===== config.mk =====
export PLATFORM = sky130hd
export DESIGN_NAME = i2c_master_byte_engine
export DESIGN_NICKNAME = d
export VERILOG_FILES = /design/src/hdl/i2cm_pkg.sv /design/src/hdl/i2cm_front.sv /design/src/hdl/i2cm_queue.sv /design/src/hdl/i2cm_back.sv /design/src/hdl/i2c_master_byte_engine.sv
export SDC_FILE = /design/constraint.sdc
export NUM_CORES = 1
export LEC_CHECK = 0
export BUFFER_PORTS_ARGS = -buffer_cell sky130_fd_sc_hd__buf_2
export CORE_MARGIN = 1.5
export CORE_UTILIZATION = 59
export CTS_CLUSTER_SIZE = 30
export DETAILED_ROUTE_END_ITERATION = 16
export PLACE_DENSITY = 0.85
export SLEW_MARGIN = 5
export SYNTH_ARGS = -nofsm -noshare
export SYNTH_HDL_FRONTEND = slang
export SYNTH_HIERARCHICAL = 1
export SYNTH_SLANG_ARGS = --single-unit

===== constraint.sdc =====
create_clock -name clock -period 2.8 [get_ports clock]
set_input_delay 0.14 -clock clock [delete_from_list [all_inputs] [get_ports clock]]
set_output_delay 0.14 -clock clock [all_outputs]
set_load 0.01 [all_outputs]

===== src/hdl/i2cm_pkg.sv =====
// Shared types, codes and constants of the I2C master byte engine.
package i2cm_pkg;

   // Operation codes on the request channel
   typedef enum logic [2:0] {
      OP_START = 3'd0,
      OP_STOP  = 3'd1,
      OP_WRITE = 3'd2,
      OP_READ  = 3'd3,
      OP_TICK  = 3'd4
   } op_type;

   // Classified request word, as queued between front and back
   typedef enum logic [2:0] {
      ITEM_START = 3'd0,
      ITEM_STOP  = 3'd1,
      ITEM_WRITE = 3'd2,
      ITEM_READ  = 3'd3,
      ITEM_TICK  = 3'd4,
      ITEM_NONE  = 3'd5
   } item_type;

   // Command latched while busy
   typedef enum logic [1:0] {
      CMD_START = 2'd0,
      CMD_STOP  = 2'd1,
      CMD_WRITE = 2'd2,
      CMD_READ  = 2'd3
   } cmd_type;

   typedef struct packed {
      item_type   cls;
      logic [7:0] data_byte;
      logic       send_nack;
      logic       sda_in;
   } q_word_type;

   // Phase counts and landmarks
   localparam int PhaseW = 5;
   localparam logic [PhaseW-1:0] EdgePhases    = 5'd4;
   localparam logic [PhaseW-1:0] WritePhases   = 5'd27;
   localparam logic [PhaseW-1:0] ReadPhases    = 5'd19;
   localparam logic [PhaseW-1:0] WriteBitsEnd  = 5'd24;
   localparam logic [PhaseW-1:0] WriteLastBit  = 5'd23;
   localparam logic [PhaseW-1:0] WriteAckSample = 5'd25;
   localparam logic [PhaseW-1:0] WriteAckHold  = 5'd26;
   localparam logic [PhaseW-1:0] ReadBitsEnd   = 5'd16;
   localparam logic [PhaseW-1:0] ReadAckDrive  = 5'd16;
   localparam logic [PhaseW-1:0] ReadAckHigh   = 5'd17;
   localparam logic [7:0]        MsbMask       = 8'h80;

   localparam int QueueDepth = 2;

   // Number of bus phases of a command
   function automatic logic [PhaseW-1:0] phase_count(input cmd_type kind);
      logic [PhaseW-1:0] n;
      case (kind)
         CMD_START: n = EdgePhases;
         CMD_STOP:  n = EdgePhases;
         CMD_WRITE: n = WritePhases;
         CMD_READ:  n = ReadPhases;
         default:   n = ReadPhases;
      endcase
      return n;
   endfunction

   // Command carried by a command word
   function automatic cmd_type item_to_cmd(input item_type cls);
      cmd_type k;
      case (cls)
         ITEM_START: k = CMD_START;
         ITEM_STOP:  k = CMD_STOP;
         ITEM_WRITE: k = CMD_WRITE;
         ITEM_READ:  k = CMD_READ;
         default:    k = CMD_START;
      endcase
      return k;
   endfunction

endpackage


===== src/hdl/i2cm_front.sv =====
// Request front end: handshake and classification of incoming words.
module i2cm_front (
   input  logic                   req_valid,
   output logic                   req_stall,
   input  logic [2:0]             req_op,
   input  logic [7:0]             req_data_byte,
   input  logic                   req_send_nack,
   input  logic                   req_sda_in,
   input  logic                   q_full,
   output logic                   push,
   output i2cm_pkg::q_word_type   push_word
);

   i2cm_pkg::item_type cls;

   // Classify the operation code
   always_comb begin
      case (i2cm_pkg::op_type'(req_op))
         i2cm_pkg::OP_START: cls = i2cm_pkg::ITEM_START;
         i2cm_pkg::OP_STOP:  cls = i2cm_pkg::ITEM_STOP;
         i2cm_pkg::OP_WRITE: cls = i2cm_pkg::ITEM_WRITE;
         i2cm_pkg::OP_READ:  cls = i2cm_pkg::ITEM_READ;
         i2cm_pkg::OP_TICK:  cls = i2cm_pkg::ITEM_TICK;
         default:            cls = i2cm_pkg::ITEM_NONE;
      endcase
   end

   // Accept whenever the queue has room
   assign req_stall = q_full;
   assign push      = req_valid & ~q_full;

   assign push_word.cls       = cls;
   assign push_word.data_byte = req_data_byte;
   assign push_word.send_nack = req_send_nack;
   assign push_word.sda_in    = req_sda_in;

endmodule


===== src/hdl/i2cm_queue.sv =====
// Small FIFO of classified words between front end and bus engine.
module i2cm_queue #(
   parameter int Depth = i2cm_pkg::QueueDepth
) (
   input  logic                   clock,
   input  logic                   reset,
   input  logic                   push,
   input  i2cm_pkg::q_word_type   push_word,
   input  logic                   pop,
   output i2cm_pkg::q_word_type   pop_word,
   output logic                   not_empty,
   output logic                   full
);

   localparam int PtrW = (Depth > 1) ? $clog2(Depth) : 1;
   localparam int CntW = $clog2(Depth + 1);

   i2cm_pkg::q_word_type entries_ff [Depth];
   logic [PtrW-1:0] wr_ptr_ff, wr_ptr_in;
   logic [PtrW-1:0] rd_ptr_ff, rd_ptr_in;
   logic [CntW-1:0] count_ff, count_in;

   assign not_empty = (count_ff != '0);
   assign full      = (count_ff == CntW'(Depth));
   assign pop_word  = entries_ff[rd_ptr_ff];

   // Pointer wrap and occupancy
   always_comb begin
      wr_ptr_in = wr_ptr_ff;
      rd_ptr_in = rd_ptr_ff;
      if (push) begin
         wr_ptr_in = (wr_ptr_ff == PtrW'(Depth - 1)) ? '0 : wr_ptr_ff + 1'b1;
      end
      if (pop) begin
         rd_ptr_in = (rd_ptr_ff == PtrW'(Depth - 1)) ? '0 : rd_ptr_ff + 1'b1;
      end
      case ({push, pop})
         2'b10:   count_in = count_ff + 1'b1;
         2'b01:   count_in = count_ff - 1'b1;
         default: count_in = count_ff;
      endcase
   end

   always_ff @(posedge clock) begin
      if (reset) begin
         wr_ptr_ff <= '0;
         rd_ptr_ff <= '0;
         count_ff  <= '0;
      end else begin
         wr_ptr_ff <= wr_ptr_in;
         rd_ptr_ff <= rd_ptr_in;
         count_ff  <= count_in;
      end
   end

   // Storage
   always_ff @(posedge clock) begin
      if (push) begin
         entries_ff[wr_ptr_ff] <= push_word;
      end
   end

   a_no_pop_empty: assert property (@(posedge clock) disable iff (reset)
      pop |-> count_ff != '0)
      else $error("queue popped while empty");

endmodule


===== src/hdl/i2cm_back.sv =====
// Bus engine: steps start, stop, write and read commands one phase per tick.
module i2cm_back (
   input  logic                   clock,
   input  logic                   reset,
   input  logic                   q_valid,
   input  i2cm_pkg::q_word_type   q_word,
   output logic                   pop,
   output logic                   rsp_valid,
   input  logic                   rsp_stall,
   output logic                   rsp_scl,
   output logic                   rsp_sda_out,
   output logic                   rsp_sda_oe,
   output logic                   rsp_busy_res,
   output logic                   rsp_done_res,
   output logic                   rsp_ack_ok,
   output logic [7:0]             rsp_read_data
);

   localparam int PW = i2cm_pkg::PhaseW;

   logic              rsp_valid_ff, rsp_valid_in;
   logic [PW-1:0]     phase_ff, phase_in;
   logic [1:0]        sub_ff, sub_in;
   i2cm_pkg::cmd_type kind_ff, kind_in;
   logic              busy_ff, busy_in;
   logic [7:0]        shift_ff, shift_in;
   logic              nack_ff, nack_in;
   logic              scl_ff, scl_in;
   logic              sda_ff, sda_in;
   logic              oe_ff, oe_in;
   logic              ack_ff, ack_in;
   logic [7:0]        rdata_ff, rdata_in;
   logic              done_ff, done_in;
   logic              edge_final;
   logic              line;

   // Take a word when the result slot is free or being drained
   assign pop          = q_valid & (~rsp_valid_ff | ~rsp_stall);
   assign rsp_valid_in = pop | (rsp_valid_ff & rsp_stall);
   assign line         = q_word.sda_in;
   assign edge_final   = (kind_ff == i2cm_pkg::CMD_STOP);

   // One step of the engine per word
   always_comb begin
      phase_in = phase_ff;
      sub_in   = sub_ff;
      kind_in  = kind_ff;
      busy_in  = busy_ff;
      shift_in = shift_ff;
      nack_in  = nack_ff;
      scl_in   = scl_ff;
      sda_in   = sda_ff;
      oe_in    = oe_ff;
      ack_in   = ack_ff;
      rdata_in = rdata_ff;
      done_in  = 1'b0;
      if (!busy_ff) begin
         // Idle: latch a command
         if (q_word.cls == i2cm_pkg::ITEM_START || q_word.cls == i2cm_pkg::ITEM_STOP ||
             q_word.cls == i2cm_pkg::ITEM_WRITE || q_word.cls == i2cm_pkg::ITEM_READ) begin
            kind_in  = i2cm_pkg::item_to_cmd(q_word.cls);
            busy_in  = 1'b1;
            phase_in = '0;
            sub_in   = '0;
            if (q_word.cls == i2cm_pkg::ITEM_WRITE) begin
               shift_in = q_word.data_byte;
            end else if (q_word.cls == i2cm_pkg::ITEM_READ) begin
               shift_in = '0;
               nack_in  = q_word.send_nack;
            end
         end
      end else if (q_word.cls == i2cm_pkg::ITEM_TICK) begin
         if (phase_ff >= i2cm_pkg::phase_count(kind_ff)) begin
            // Last phase behind us: finish
            done_in = 1'b1;
            busy_in = 1'b0;
            if (kind_ff == i2cm_pkg::CMD_READ) begin
               rdata_in = shift_ff;
            end
         end else begin
            phase_in = phase_ff + 1'b1;
            case (kind_ff)
               i2cm_pkg::CMD_START, i2cm_pkg::CMD_STOP: begin
                  case (phase_ff)
                     5'd0: begin
                        oe_in  = 1'b1;
                        sda_in = ~edge_final;
                     end
                     5'd1:    scl_in = 1'b1;
                     5'd2:    sda_in = edge_final;
                     default: scl_in = 1'b0;
                  endcase
               end
               i2cm_pkg::CMD_WRITE: begin
                  if (phase_ff < i2cm_pkg::WriteBitsEnd) begin
                     // Three phases per bit
                     sub_in = (sub_ff == 2'd2) ? 2'd0 : sub_ff + 1'b1;
                     case (sub_ff)
                        2'd0:    sda_in = |(shift_ff & i2cm_pkg::MsbMask);
                        2'd1:    scl_in = 1'b1;
                        default: begin
                           scl_in   = 1'b0;
                           shift_in = {shift_ff[6:0], 1'b0};
                           if (phase_ff == i2cm_pkg::WriteLastBit) begin
                              oe_in = 1'b0;
                           end
                        end
                     endcase
                  end else if (phase_ff == i2cm_pkg::WriteBitsEnd) begin
                     scl_in = 1'b1;
                  end else if (phase_ff == i2cm_pkg::WriteAckSample) begin
                     // Sample slave acknowledge
                     oe_in = 1'b1;
                     if (line) begin
                        scl_in   = 1'b0;
                        sda_in   = 1'b1;
                        ack_in   = 1'b0;
                        phase_in = i2cm_pkg::WritePhases;
                     end else begin
                        sda_in   = 1'b0;
                        ack_in   = 1'b1;
                        phase_in = i2cm_pkg::WriteAckHold;
                     end
                  end else begin
                     scl_in   = 1'b0;
                     phase_in = i2cm_pkg::WritePhases;
                  end
               end
               default: begin
                  // Read: two phases per bit, then the answer bit
                  if (phase_ff < i2cm_pkg::ReadBitsEnd) begin
                     if (!phase_ff[0]) begin
                        if (phase_ff == '0) begin
                           oe_in = 1'b0;
                        end
                        scl_in = 1'b1;
                     end else begin
                        shift_in = {shift_ff[6:0], line};
                        scl_in   = 1'b0;
                     end
                  end else if (phase_ff == i2cm_pkg::ReadAckDrive) begin
                     oe_in  = 1'b1;
                     sda_in = nack_ff;
                  end else if (phase_ff == i2cm_pkg::ReadAckHigh) begin
                     scl_in = 1'b1;
                  end else begin
                     scl_in = 1'b0;
                  end
               end
            endcase
         end
      end
   end

   // Control and state registers
   always_ff @(posedge clock) begin
      if (reset) begin
         rsp_valid_ff <= 1'b0;
         phase_ff     <= '0;
         sub_ff       <= '0;
         kind_ff      <= i2cm_pkg::CMD_START;
         busy_ff      <= 1'b0;
         shift_ff     <= '0;
         nack_ff      <= 1'b0;
         scl_ff       <= 1'b0;
         sda_ff       <= 1'b1;
         oe_ff        <= 1'b1;
         ack_ff       <= 1'b0;
         rdata_ff     <= '0;
         done_ff      <= 1'b0;
      end else begin
         rsp_valid_ff <= rsp_valid_in;
         if (pop) begin
            phase_ff <= phase_in;
            sub_ff   <= sub_in;
            kind_ff  <= kind_in;
            busy_ff  <= busy_in;
            shift_ff <= shift_in;
            nack_ff  <= nack_in;
            scl_ff   <= scl_in;
            sda_ff   <= sda_in;
            oe_ff    <= oe_in;
            ack_ff   <= ack_in;
            rdata_ff <= rdata_in;
            done_ff  <= done_in;
         end
      end
   end

   // State after the word doubles as the held result
   assign rsp_valid     = rsp_valid_ff;
   assign rsp_scl       = scl_ff;
   assign rsp_sda_out   = sda_ff;
   assign rsp_sda_oe    = oe_ff;
   assign rsp_busy_res  = busy_ff;
   assign rsp_done_res  = done_ff;
   assign rsp_ack_ok    = ack_ff;
   assign rsp_read_data = rdata_ff;

   a_done_idle: assert property (@(posedge clock) disable iff (reset)
      done_ff |-> !busy_ff)
      else $error("done reported while still busy");

   a_phase_bound: assert property (@(posedge clock) disable iff (reset)
      phase_ff <= i2cm_pkg::WritePhases)
      else $error("phase beyond last write phase");

   a_state_holds: assert property (@(posedge clock) disable iff (reset)
      (rsp_valid_ff && rsp_stall) |=> $stable(phase_ff) && $stable(shift_ff))
      else $error("engine advanced while result was stalled");

endmodule


===== src/hdl/i2c_master_byte_engine.sv =====
// I2C master byte engine: one result word per request word, at one word per clock unless a
// stalled result holds it. A word goes into a QueueDepth-entry queue at the edge it is
// accepted; the bus engine pops it once its result slot is free or being drained, and its
// state registers, updated at that pop, show the result. The bus engine performs one phase
// step per tick word and holds its result in its own state registers; a stalled result
// holds the engine while the queue keeps taking words until it is full.
module i2c_master_byte_engine #(
   parameter int QueueDepth = i2cm_pkg::QueueDepth
) (
   input  logic       clock,
   input  logic       reset,
   input  logic       req_valid,
   output logic       req_stall,
   input  logic [2:0] req_op,
   input  logic [7:0] req_data_byte,
   input  logic       req_send_nack,
   input  logic       req_sda_in,
   output logic       rsp_valid,
   input  logic       rsp_stall,
   output logic       rsp_scl,
   output logic       rsp_sda_out,
   output logic       rsp_sda_oe,
   output logic       rsp_busy_res,
   output logic       rsp_done_res,
   output logic       rsp_ack_ok,
   output logic [7:0] rsp_read_data
);

   logic                 push, pop, q_full, q_valid;
   i2cm_pkg::q_word_type push_word, pop_word;

   // Front end: accept and classify
   i2cm_front u_front (
      .req_valid     (req_valid),
      .req_stall     (req_stall),
      .req_op        (req_op),
      .req_data_byte (req_data_byte),
      .req_send_nack (req_send_nack),
      .req_sda_in    (req_sda_in),
      .q_full        (q_full),
      .push          (push),
      .push_word     (push_word)
   );

   // Decoupling queue
   i2cm_queue #(
      .Depth (QueueDepth)
   ) u_queue (
      .clock     (clock),
      .reset     (reset),
      .push      (push),
      .push_word (push_word),
      .pop       (pop),
      .pop_word  (pop_word),
      .not_empty (q_valid),
      .full      (q_full)
   );

   // Bus engine and result register
   i2cm_back u_back (
      .clock         (clock),
      .reset         (reset),
      .q_valid       (q_valid),
      .q_word        (pop_word),
      .pop           (pop),
      .rsp_valid     (rsp_valid),
      .rsp_stall     (rsp_stall),
      .rsp_scl       (rsp_scl),
      .rsp_sda_out   (rsp_sda_out),
      .rsp_sda_oe    (rsp_sda_oe),
      .rsp_busy_res  (rsp_busy_res),
      .rsp_done_res  (rsp_done_res),
      .rsp_ack_ok    (rsp_ack_ok),
      .rsp_read_data (rsp_read_data)
   );

endmodule


==> implementation parameters <==
Parameter                              Value

Worst setup path
  Crit path largest cell delay    0.57 ns
  Endpoint kind of the worst setup timing path    register
  Data required time of the critical path    3.03 ns
  Crit path arrival time    ~2.8 ns
  Worst reg-to-reg setup slack    a little over 0.2 ns
  Buffers & Inverters on Critical Path    1
  Cells traversed along the worst timing path    and2b_2, inv_2, ha_1, o211ai_1, o21ai_2, o21ai_4, o21a_2, mux2_1
  Category of cells accounting for the largest share of critical-path delay    compound AO/OA/AOI/OAI gates
  Critical path start-end classification    reg -> reg
  Sort of element at the start of the critical path    register
  Worst-path cell with the longest stage delay    sky130_fd_sc_hd__dfxtp_1
  Worst Path Max Fanout    11

CTS
  Number of buffers inserted to repair setup after CTS    0
  Clock latency on the worst-skew pair    between 0.3 and 0.4 ns
  Number of clock sinks    64
  CTS tree    yes
  Cts bufs inserted    9
  CTS Hold Buffers Added    11
  Total number of H-tree levels    3
  Largest buffer count on any clock path    2
  Clk Tree Root Cell    sky130_fd_sc_hd__clkbuf_8
  Number of gates resized after CTS    0
  Clock slew at the register clock pins of the worst setup and hold paths    0.07 ns

Timing
  Setup TNS    0 ns
  Setup repair after global routing missed its margin    false
  Final number of max-transition violations    0
  Min Clock Period, post-route    2.60 ns
  Tightest Pin Transition    about 0.8 ns
  Relative max-transition margin    between 40% and 50%
  # setup viols final    0
  Final setup skew    0.00529 ns
  Hold Fails Final Rpt    0
  Part of the cycle the worst path needs    between 90% and 100%
  Achievable Freq    0.385 GHz

Route
  DR pass1 iterations    5
  Routed wire length    about 6.5 mm
  Routed length per instance    15.4 um
  Total vias in the final route    2432
  Detailed Route Iter0 Violations    180
  Number of remaining DRC errors    0
  Via density    ~5.7
  Antenna-violating nets left    0

Global route
  Maximum number of pins on one net before global-route repair    49
  Global router's overall resource usage    23.7%
  Global route overflow    0
  Number of global-route vias before repair    2344
  Global-route wire length before repair    around 11 mm
  Number of antenna violations at the first check in global routing    0

Logic synthesis
  Proportion of synthesized chip area in sequential cells    47.1%
  Mean Syn Cell Area    10.6 sq um
  Fraction of the mapped netlist area in simple logic gates    16.7%
  Library cell occupying the most area in the post-synthesis netlist    sky130_fd_sc_hd__edfxtp_1
  Nets in the synthesized netlist    340
  Fraction of the mapped netlist area in adder cells    4.97%
  Synth cell types    54
  Yosys top cell area share    23.9%
  Leading cell types by total area after synthesis    sky130_fd_sc_hd__edfxtp_1 (24%), sky130_fd_sc_hd__dfxtp_1 (23%), sky130_fd_sc_hd__mux2_2 (5.2%)
  Synthesized-area fraction occupied by ao, oa, aoi and oai cells    14.1%
  Count of yosys warnings during synthesis    6
  Dominant combinational cell family by area after synthesis    simple AND/OR/NAND/NOR gates
  Number of cells produced by synthesis    310
  Multiplexer fraction of the synthesized cell area    11.2%
  Post-Synth XOR/XNOR Area    1.07%
  Post-synthesis instance area    3270 sq um
  Flip-flop and latch count after synthesis    64

Die
  Height of the die    a little under 80 um
  Core Box Area    5240 sq um
  Number of placed I/O pins    33
  Floorplan row count    26
  Starting density of the core    62.5%
  Horiz. Die Dim    77.5 um
  Die Footprint    6000 sq um

Place
  Number of input and output port buffers inserted    32
  Global placer's final weighted congestion    1.05
  Detailed-placement wirelength estimate    around 4.4 mm

Power
  Standby leakage power    1.49 nW
  IR Drop Worst-Case VDD    0.510 mV
  Power Dens Cells    663 nW/um^2

Cells and area
  Proportion of layout cells with a drive suffix above 1    25.5%
  Combined flip-flop and latch cell area    1540 sq um
  Multi-input gate area    about 1600 sq um
  Filler instances    370
  N_diodes    0
  Finished Core Util    71.1%
  Nets    378
  Most frequent cells in the layout    sky130_fd_sc_hd__nor2_1 (39), sky130_fd_sc_hd__dfxtp_1 (38), sky130_fd_sc_hd__buf_2 (32), sky130_fd_sc_hd__edfxtp_1 (26), sky130_fd_sc_hd__nand2_1 (22)
  Most common cell after layout, fill and taps aside    sky130_fd_sc_hd__nor2_1
  Area Overhead vs Synth    13.8%

Min path
  Class of the worst hold path    in -> reg

Run status
  Status    complete, no violations

Job
  Number of max-cap violations    0
## worst paths after layout
| kind | depth (start not counted) | from | end |
|---|---|---|---|
| worst max register to register | 8 | u_back/kind_ff[1] | u_back/shift_ff[4] |
| worst max-delay path | 8 | u_back/kind_ff[1] | u_back/shift_ff[4] |
| worst min-delay path | 3 | rsp_stall | u_back/rsp_valid |
| worst min register to register | 2 | u_back/nack_ff | u_back/nack_ff |
## sequential cells by signal (all words and copies together), names as in the netlist, named ones only
name	cells
u_queue/entries_ff	26
u_back/rsp_read_data	8
u_back/shift_ff	8
u_back/phase_ff	5
u_back/kind_ff	2
u_back/sub_ff	2
u_queue/count_ff	2
u_back/nack_ff	1
u_back/rsp_ack_ok	1
u_back/rsp_busy_res	1
u_back/rsp_done_res	1
u_back/rsp_scl	1
u_back/rsp_sda_oe	1
u_back/rsp_sda_out	1
u_back/rsp_valid	1
u_queue/rd_ptr_ff	1
u_queue/wr_ptr_ff	1
## where the power goes
group	switching [W]	total, W	internal (W)
clock	0.000355	0.000678	0.000323
sequential	0.0000821	0.00116	0.00108
combinational	0.000356	0.000628	0.000272
total	0.000794	0.00247	0.00167
## layer usage
layer  up-vias  part of all wire, %  global-route usage [%]
met5         -                    0                       0
met4         0                  1.1                    7.09
met3         9                  7.2                    7.88
met2        96                   49                    39.2
met1      1132                   43                    29.5
li1       1195                    -                       -
## cell usage after synthesis (all sizes together)
master,number
o211ai,2
nand3b,1
a211oi,8
a311oi,3
buf,15
nor2,40
ha,13
nand4,6
nor2b,12
inv,7
a32oi,2
mux2i,9
and4,1
o21a,1
xor2,1
a221oi,2
o22ai,2
a21bo,1
and2,4
dfxtp,38
o21ai,12
nand2b,3
o2bb2ai,1
a22oi,9
nand2,23
a41oi,1
xnor2,3
nor3,4
nand3,3
or2,2
or3,1
a21oi,13
o21bai,1
or4,1
a31oi,3
mux2,23
o2111a,1
edfxtp,26
nor4b,1
clkbuf,8
a21o,1
and2b,2
## cell type report
cell class | count | area share (%)
inverter | 7 | 0.706
clock buffer | 10 | 3.43
tap | 70 | 2.35
sequential | 64 | 41.4
timing repair buffer | 50 | 8.67
multi-input combinational | 216 | 42.2
clock inverter | 6 | 1.21
## logic make-up (layout without fill, tap and decap cells)
family / count (synthesis) / count (layout)
flops: 64 / 64
simple gates: 104 / 104
mux: 32 / 32
compound gates: 63 / 63
xor+xnor: 4 / 4
fa+ha+maj: 13 / 13
buf+inv: 30 / 73
## per-stage QoR
stage          area [sq um]  hold WS, ns  total power [W]  std cells  worst slack, ns
3_3_place_gp           3440        0.327          0.00177        396            0.367
5_1_grt                3720       0.0731          0.00261        423           0.0571
3_5_place_dp           3440        0.331          0.00178        396            0.265
2_1_floorplan          3270        0.209          0.00164        310            0.309
6_report               3720       0.0441          0.00247        423            0.203
4_1_cts                3720       0.0336          0.00248        423            0.251
## worst register-to-register path: cells and delay by family, from the launching register on
family,cells,cell delay (ns)
flip-flops,1,0.57
buffers and inverters,1,0.11
adder cells (fa/ha/maj),1,0.28
AO/OA/AOI/OAI,4,0.92
multiplexers,1,0.31
AND/OR/NAND/NOR,1,0.30
No activity file was read; power rests on OpenSTA's default activity.
